[config.mk]
export PLATFORM = sky130hd
export DESIGN_NAME = motor_feedback_angle_tracker
export DESIGN_NICKNAME = d
export VERILOG_FILES = /design/src/mft_pkg.sv /design/src/mft_scale.sv /design/src/motor_feedback_angle_tracker.sv
export SDC_FILE = /design/constraint.sdc
export NUM_CORES = 2
export LEC_CHECK = 0
export ABC_AREA = 1
export BUFFER_PORTS_ARGS = -buffer_cell sky130_fd_sc_hd__buf_2
export CORE_MARGIN = 3
export CORE_UTILIZATION = 60
export CTS_BUF_LIST = sky130_fd_sc_hd__clkbuf_16
export DETAILED_ROUTE_END_ITERATION = 12
export GPL_TIMING_DRIVEN = 0
export PLACE_DENSITY = 0.77
export SLEW_MARGIN = 5
export SYNTH_ARGS = -nofsm -noshare
export SYNTH_HDL_FRONTEND = slang
export SYNTH_SLANG_ARGS = --single-unit
[constraint.sdc]
create_clock -name i_clk -period 21.6 [get_ports i_clk]
set_input_delay 4.32 -clock i_clk [delete_from_list [all_inputs] [get_ports i_clk]]
set_output_delay 4.32 -clock i_clk [all_outputs]
set_load 0.02 [all_outputs]
[src/mft_pkg.sv]
package mft_pkg;

    localparam int TOTAL_BITS_DEF = 40;

    localparam logic [10:0] TARGET_ID_RST        = 11'd517;
    localparam logic        FRAME_LAYOUT_RST     = 1'b0;
    localparam logic [16:0] ENCODER_RANGE_RST    = 17'd8192;
    localparam logic [31:0] DEGREES_PER_TICK_RST = 32'd188743680;

    localparam logic [47:0] ANGLE_MAX_MAG = 48'h8000_0000_0000;
    localparam logic [64:0] ROUND_HALF    = 65'h8000;

    localparam logic LAYOUT_BIG    = 1'b0;
    localparam logic LAYOUT_LITTLE = 1'b1;

    typedef enum logic [1:0] {
        CFG_TARGET_ID        = 2'd0,
        CFG_FRAME_LAYOUT     = 2'd1,
        CFG_ENCODER_RANGE    = 2'd2,
        CFG_DEGREES_PER_TICK = 2'd3
    } t_cfg_idx;

    typedef struct packed {
        logic [10:0] frame_id;
        logic [7:0]  byte0;
        logic [7:0]  byte1;
        logic [7:0]  byte2;
        logic [7:0]  byte3;
        logic [7:0]  byte4;
        logic [7:0]  byte5;
        logic [7:0]  byte6;
        logic [7:0]  byte7;
    } t_frame;

    typedef struct packed {
        logic [7:0]         temperature;
        logic [15:0]        encoder_count;
        logic signed [15:0] speed;
        logic signed [15:0] torque_current;
        logic [7:0]         command_echo;
        logic signed [47:0] total_angle;
    } t_result;

endpackage

[src/mft_scale.sv]
module mft_scale #(
    parameter int TOTAL_BITS = mft_pkg::TOTAL_BITS_DEF
) (
    input  logic                         i_clk,
    input  logic                         i_load,
    input  logic signed [TOTAL_BITS-1:0] i_tick,
    input  logic [31:0]                  i_dpt,
    output logic signed [47:0]           o_angle
);

    localparam int HI_W  = (TOTAL_BITS > 32) ? TOTAL_BITS - 32 : 1;
    localparam int EXT_W = 32 + HI_W;

    logic [TOTAL_BITS-1:0] tick_u;
    logic [TOTAL_BITS-1:0] mag;
    logic [EXT_W-1:0]      mag_ext;
    logic [HI_W-1:0]       mag_hi;
    logic [31:0]           mag_lo;

    logic [HI_W+31:0] r_hi;
    logic [63:0]      r_lo;
    logic             r_neg;

    logic             hi_over;
    logic [64:0]      lo_rnd;
    logic [49:0]      q_sum;
    logic [47:0]      q_mag;

    assign tick_u  = i_tick;
    assign mag     = i_tick[TOTAL_BITS-1] ? (~tick_u + 1'b1) : tick_u;
    assign mag_ext = EXT_W'(mag);
    assign mag_hi  = mag_ext[EXT_W-1:32];
    assign mag_lo  = mag_ext[31:0];

    always_ff @(posedge i_clk) begin
        if (i_load) begin
            r_hi  <= mag_hi * i_dpt;
            r_lo  <= mag_lo * i_dpt;
            r_neg <= i_tick[TOTAL_BITS-1];
        end
    end

    always_comb begin
        hi_over = (r_hi[HI_W+31:32] != '0);
        lo_rnd  = {1'b0, r_lo} + mft_pkg::ROUND_HALF;
        q_sum   = {2'b00, r_hi[31:0], 16'h0000} + 50'(lo_rnd[64:16]);
        if (hi_over || (q_sum > 50'(mft_pkg::ANGLE_MAX_MAG))) begin
            q_mag = mft_pkg::ANGLE_MAX_MAG;
        end else begin
            q_mag = q_sum[47:0];
        end
        if (r_neg) begin
            o_angle = $signed(48'h0 - q_mag);
        end else if (q_mag > mft_pkg::ANGLE_MAX_MAG - 48'd1) begin
            o_angle = $signed(mft_pkg::ANGLE_MAX_MAG - 48'd1);
        end else begin
            o_angle = $signed(q_mag);
        end
    end

endmodule

[src/motor_feedback_angle_tracker.sv]
// An accepted frame passes through r_s1, r_s2, r_s3 and r_out before its result beat on o_valid.
// Throughput: one frame per cycle while i_stall does not hold the pipeline; the tick total updates
// once per frame and the angle scaling spans two stages: multiply, then round and saturate.
// Frames whose identifier differs are dropped at the input register.
// Reset (i_rst_n low, synchronous) empties the pipeline, clears the
// unwrap state and loads the register defaults.
module motor_feedback_angle_tracker #(
    parameter int TOTAL_BITS = mft_pkg::TOTAL_BITS_DEF
) (
    input  logic             i_clk,
    input  logic             i_rst_n,
    input  logic             i_valid,
    output logic             o_stall,
    input  mft_pkg::t_frame  i_data,
    output logic             o_valid,
    input  logic             i_stall,
    output mft_pkg::t_result o_data,
    input  logic             i_cfg_valid,
    output logic             o_cfg_ready,
    input  logic [1:0]       i_cfg_index,
    input  logic [31:0]      i_cfg_data
);

    localparam int SUM_W = TOTAL_BITS + 1;

    localparam logic signed [TOTAL_BITS-1:0] TICK_MAX = {1'b0, {(TOTAL_BITS-1){1'b1}}};
    localparam logic signed [TOTAL_BITS-1:0] TICK_MIN = {1'b1, {(TOTAL_BITS-1){1'b0}}};

    logic [10:0] r_target_id;
    logic        r_layout;
    logic [16:0] r_range;
    logic [31:0] r_dpt;

    logic                         r_seen_first;
    logic [15:0]                  r_prev;
    logic signed [TOTAL_BITS-1:0] r_tick;
    logic signed [TOTAL_BITS-1:0] n_tick;

    logic             r_s1_valid;
    mft_pkg::t_frame  r_s1;
    logic             r_s2_valid;
    mft_pkg::t_result r_s2;
    logic signed [TOTAL_BITS-1:0] r_s2_tick;
    logic             r_s3_valid;
    mft_pkg::t_result r_s3;
    logic             r_out_valid;
    mft_pkg::t_result r_out;
    mft_pkg::t_result n_out;

    logic ready_o, ready3, ready2, ready1;
    logic adv1, adv2, adv3, accept;

    mft_pkg::t_result dec;
    logic signed [16:0]      direct;
    logic signed [18:0]      direct_w;
    logic signed [18:0]      range_w;
    logic signed [18:0]      wrapped;
    logic [18:0]             abs_d;
    logic [18:0]             abs_w;
    logic signed [18:0]      delta;
    logic signed [SUM_W-1:0] sum;
    logic signed [47:0]      angle;

    assign ready_o = !r_out_valid || !i_stall;
    assign ready3  = !r_s3_valid || ready_o;
    assign ready2  = !r_s2_valid || ready3;
    assign ready1  = !r_s1_valid || ready2;
    assign adv3    = r_s3_valid && ready_o;
    assign adv2    = r_s2_valid && ready3;
    assign adv1    = r_s1_valid && ready2;
    assign o_stall = !ready1;
    assign accept  = i_valid && ready1;

    assign o_cfg_ready = 1'b1;
    assign o_valid     = r_out_valid;
    assign o_data      = r_out;

    always_ff @(posedge i_clk) begin
        if (!i_rst_n) begin
            r_target_id <= mft_pkg::TARGET_ID_RST;
            r_layout    <= mft_pkg::FRAME_LAYOUT_RST;
            r_range     <= mft_pkg::ENCODER_RANGE_RST;
            r_dpt       <= mft_pkg::DEGREES_PER_TICK_RST;
        end else if (i_cfg_valid && o_cfg_ready) begin
            case (i_cfg_index)
                mft_pkg::CFG_TARGET_ID:        r_target_id <= i_cfg_data[10:0];
                mft_pkg::CFG_FRAME_LAYOUT:     r_layout    <= i_cfg_data[0];
                mft_pkg::CFG_ENCODER_RANGE:    r_range     <= i_cfg_data[16:0];
                mft_pkg::CFG_DEGREES_PER_TICK: r_dpt       <= i_cfg_data;
                default: begin
                end
            endcase
        end
    end

    always_comb begin
        dec = '0;
        if (r_layout == mft_pkg::LAYOUT_LITTLE) begin
            dec.command_echo   = r_s1.byte0;
            dec.temperature    = r_s1.byte1;
            dec.torque_current = $signed({r_s1.byte3, r_s1.byte2});
            dec.speed          = $signed({r_s1.byte5, r_s1.byte4});
            dec.encoder_count  = {r_s1.byte7, r_s1.byte6};
        end else begin
            dec.temperature    = r_s1.byte6;
            dec.encoder_count  = {r_s1.byte0, r_s1.byte1};
            dec.speed          = $signed({r_s1.byte2, r_s1.byte3});
            dec.torque_current = $signed({r_s1.byte4, r_s1.byte5});
        end
    end

    always_comb begin
        direct   = $signed({1'b0, dec.encoder_count}) - $signed({1'b0, r_prev});
        direct_w = 19'(direct);
        range_w  = 19'($signed({1'b0, r_range}));
        if (direct < 0) begin
            wrapped = direct_w + range_w;
        end else if (direct > 0) begin
            wrapped = direct_w - range_w;
        end else begin
            wrapped = '0;
        end
        abs_d = (direct_w < 0) ? 19'(-direct_w) : 19'(direct_w);
        abs_w = (wrapped < 0) ? 19'(-wrapped) : 19'(wrapped);
        delta = (abs_w > abs_d) ? direct_w : wrapped;
        sum   = SUM_W'(r_tick) + SUM_W'(delta);
        if (!r_seen_first) begin
            n_tick = '0;
        end else if (sum[SUM_W-1] != sum[SUM_W-2]) begin
            n_tick = sum[SUM_W-1] ? TICK_MIN : TICK_MAX;
        end else begin
            n_tick = sum[TOTAL_BITS-1:0];
        end
    end

    always_comb begin
        n_out             = r_s3;
        n_out.total_angle = angle;
    end

    always_ff @(posedge i_clk) begin
        if (!i_rst_n) begin
            r_seen_first <= 1'b0;
            r_prev       <= '0;
            r_tick       <= '0;
        end else if (adv1) begin
            r_seen_first <= 1'b1;
            r_prev       <= dec.encoder_count;
            r_tick       <= n_tick;
        end
    end

    always_ff @(posedge i_clk) begin
        if (!i_rst_n) begin
            r_s1_valid  <= 1'b0;
            r_s2_valid  <= 1'b0;
            r_s3_valid  <= 1'b0;
            r_out_valid <= 1'b0;
        end else begin
            if (ready1) begin
                r_s1_valid <= i_valid && (i_data.frame_id == r_target_id);
            end
            if (ready2) begin
                r_s2_valid <= r_s1_valid;
            end
            if (ready3) begin
                r_s3_valid <= r_s2_valid;
            end
            if (ready_o) begin
                r_out_valid <= r_s3_valid;
            end
        end
    end

    always_ff @(posedge i_clk) begin
        if (accept) begin
            r_s1 <= i_data;
        end
        if (adv1) begin
            r_s2      <= dec;
            r_s2_tick <= n_tick;
        end
        if (adv2) begin
            r_s3 <= r_s2;
        end
        if (adv3) begin
            r_out <= n_out;
        end
    end

    mft_scale #(
        .TOTAL_BITS(TOTAL_BITS)
    ) u_scale (
        .i_clk   (i_clk),
        .i_load  (adv2),
        .i_tick  (r_s2_tick),
        .i_dpt   (r_dpt),
        .o_angle (angle)
    );

    a_seen_holds: assert property (@(posedge i_clk) disable iff (!i_rst_n)
        r_seen_first |=> r_seen_first)
        else $error("first-frame flag dropped without reset");

    a_s2_after_first: assert property (@(posedge i_clk) disable iff (!i_rst_n)
        r_s2_valid |-> r_seen_first)
        else $error("decoded beat present before any frame captured");

    a_stall_cause: assert property (@(posedge i_clk) disable iff (!i_rst_n)
        o_stall |-> (r_out_valid && i_stall && r_s3_valid && r_s2_valid && r_s1_valid))
        else $error("input stalled while pipeline has room");

endmodule

==> key figures <==
STA
  – Fin crit share: between 50 and 60%
  – Measured slew at the worst slew-check pin: ~1400 ps
  – Final worst slack: 8920 ps
  – Hold Vio Cnt, Final: 0
  – Worst Skew: 40.4 ps
  – Final setup viols: 0
  – Pins over their slew limit: 0
  – Worst rel slew slack: 6.02%
  – Setup tns final: 0 ps
  – FMAX: 78.9 MHz
  – Min Clock Period, post-route: 12680 ps
  – RSZ-0062 raised after global routing: false

Critical path
  – Crit start category: flip-flop
  – Cell family contributing the most delay on the critical path: adder cells
  – Slowest CP cell: clkbuf_1
  – Worst path most repeated cell: inv_1
  – CP max FO: 10
  – Critical path depth: 42
  – CP Class: reg -> reg
  – Cell count of the worst reg-to-reg path: 42
  – Crit path arrival time: about 13000 ps
  – CP Data Required Time: 22010 ps
  – Largest stage delay on the critical path: about 850 ps
  – Sum of buffers and inverters on the critical path: 15
  – Critical Path Sink Type: flip-flop

Clock tree
  – CTS root buffer: clkbuf_16
  – PostCTS Resize Cnt: 0
  – Reg clk slew, reported paths: 70 ps
  – CTS Buf Count: 56
  – # Post-CTS Setup Buffers: 0
  – H-tree levels: 2
  – Longest Clk Path Bufs: 3
  – # hold bufs at CTS: 0
  – CTS sink count: 556
  – CTS tree: built
  – Worst-Skew Late Latency: roughly 670 ps

Cells and area
  – P&R area growth vs syn: 7.33%
  – Nets@finish: 10800
  – Final Non-Filler Cells: 10800
  – Layout cells sized above 1: 5.22%

Floorplanning
  – Die X: 353 um
  – Die Height: 353 um
  – # rows: 126
  – Die area: ~0.12 mm^2
  – Initial core utilization: 60.9%
  – Top Ports: 229
  – Core area: 0.119 mm^2

Synthesis
  – Synth Instances: 8852
  – Mapped cell area: around 0.072 mm^2
  – Mapped Avg Cell Area: between 8 and 9 um^2
  – Synth unique cells: just over 70
  – Flops & latches, synth: 556
  – Yosys Warn Count: 0
  – Post-synth EDFFs: roughly 430
  – Ys flop type: edfxtp_1
  – Seq/Total Area, Yosys: 21.4%
  – Post-synth ARST share: 0%

Placed design
  – Final Wtd Congestion: 1.08
  – Pre-CTS WS: just under 10000 ps
  – Detail Placement HPWL: 217000 um
  – Port-buffer cells: 227
  – Inst Count DP: 10700

Pwr
  – Comb power frac: a little under three quarters
  – Sequential power share: 16.3%
  – NetSw: between 0.004 and 0.005 W
  – Clk pwr share: 12.0%
  – Pleak: 38.5 nW
  – Internal power: 0.00364 W
  – Switching Share: 55.5%
  – VDD IR max: 0.217 mV
  – Cell area power density: 105 mW/mm^2

Global routing
  – Gr ovfl total: 0
  – Largest net degree at the start of global routing: 100
  – Initial antenna violation count: 18
  – Vias in the first global route: 62400
  – Tot GR Track Use: 42.0%
  – First-pass GRT wire length: between 300000 and 400000 um

Routing
  – Vias: 62800
  – DR pass1 iterations: 6
  – Iteration-0 DRC Markers: 6769
  – Post-route DRC: 0
  – DR WL/cell: 24.2 um
  – Via density per instance: 5.81
  – Final antenna-violating net count: 0
  – Wirelength, routed: approximately 260000 um

Hold path
  – Hold path depth: 0
  – Tightest Hold Check Type: reg -> reg

Status
  – Status: finished, final reports clean

Flow run
  – Total of max-cap violations: 0
[kinds of logic after synthesis]
family          after synthesis  synth area share (%)
fa+ha+maj                  1549                  38.0
flops                       556                  21.4
other cells                   1               0.00518
compound gates              964                  7.46
buf+inv                    2234                  11.7
mux                           8                 0.124
xor+xnor                    223                  2.71
simple gates               3317                  18.6
[flip-flops by register name, indices dropped and copies added (netlist names)]
| register | flops |
|---|---|
| r_s2 | 64 |
| o_valid | 1 |
| r_target_id | 11 |
| u_scale.r_lo | 49 |
| r_range | 17 |
| r_s2_valid | 1 |
| n_out | 64 |
| u_scale.r_neg | 1 |
| u_scale.r_hi | 40 |
| o_data | 112 |
| r_seen_first | 1 |
| r_s1 | 64 |
| r_s1_valid | 1 |
| r_prev | 16 |
| r_layout | 1 |
| r_s2_tick | 40 |
| r_tick | 40 |
| r_s3_valid | 1 |
| r_dpt | 32 |
[routing by layer]
metal / global-route usage (%) / routed length [um] / vias up
met2: 60.5 / 108000 / 3933
li1: - / - / 27700
met5: 0.577 / 144 / -
met4: 21.4 / 16500 / 8
met3: 14.6 / 35800 / 703
met1: 56.3 / 101000 / 30500
[stage by stage]
stage	area, um^2	hold WS [ps]	total power [W]	util (%)
2_1_floorplan	72400	400	0.00471	-
3_3_place_gp	75500	400	0.00688	63.5
3_5_place_dp	75800	405	0.00692	63.8
4_1_cts	77600	415	0.00792	65.3
5_1_grt	77700	414	0.00858	65.3
6_report	77700	413	0.00818	65.3
[area by class of cell]
type	count	area, um^2
plain buffers	321	1300
flip-flops and latches	556	15500
well taps	1600	2000
clock buffers	56	1400
multi-input cells	6064	48500
diodes	15	37.5
repair buffers	238	1390
inverters	1913	7190
fillers	10300	41200
clock inverters	50	432
[power groups by stage]
stage | registers [W] | clock network, W | logic [W]
after floorplan | 0.00135 | 0 | 0.00336
after global placement | 0.00135 | 0 | 0.00553
after detailed placement | 0.00135 | 0 | 0.00557
after CTS | 0.00133 | 0.000984 | 0.00561
after global routing | 0.00133 | 0.00103 | 0.00622
final | 0.00133 | 0.000979 | 0.00587
[path summary, 6_finish.rpt]
| kind | from | endpoint | slack (ps) |
|---|---|---|---|
| worst min-delay path | r_s2[94] | n_out[94] | 410 |
| worst max register to register | r_s2_tick[0] | u_scale.r_lo[63] | 8920 |
| worst max-delay path | r_s2_tick[0] | u_scale.r_lo[63] | 8920 |
| worst min register to register | r_s2[94] | n_out[94] | 410 |
[synthesized netlist by cell type (12+ instances only)]
library cell	count	share of area (%)
xor2_1	155	1.9
o21ai_0	336	2.3
o21a_1	27	0.28
ha_1	469	8.1
edfxtp_1	434	18
nand3b_1	26	0.27
a21o_1	12	0.12
nor3_1	57	0.39
xnor2_1	67	0.81
buf_1	18	0.093
inv_1	1884	9.8
o21bai_1	15	0.16
nor2_2	13	0.11
nor2_1	755	3.9
dfxtp_1	122	3.4
nand2_2	20	0.17
clkinv_1	16	0.083
a21oi_1	426	2.9
nand3_1	193	1.3
o211ai_1	34	0.35
nand4_1	69	0.60
or2_2	25	0.22
inv_2	12	0.062
fa_1	1080	30
nand2_1	2098	11
o21ai_1	16	0.11
clkbuf_1	278	1.4
a31oi_1	28	0.24
nor4_1	22	0.19
[layout by cell type, fill, tap and decap left out, drive strengths merged, types with 61 or more instances in the layout]
cell type / n
buf: 279
edfxtp: 434
nand4: 69
nor3: 61
nand2: 2119
clkbuf: 336
dfxtp: 122
xnor2: 68
fa: 1080
nand3: 203
nor2: 773
xor2: 155
o21ai: 356
inv: 1913
a21oi: 430
ha: 469
(Power assumes the default switching activity.)
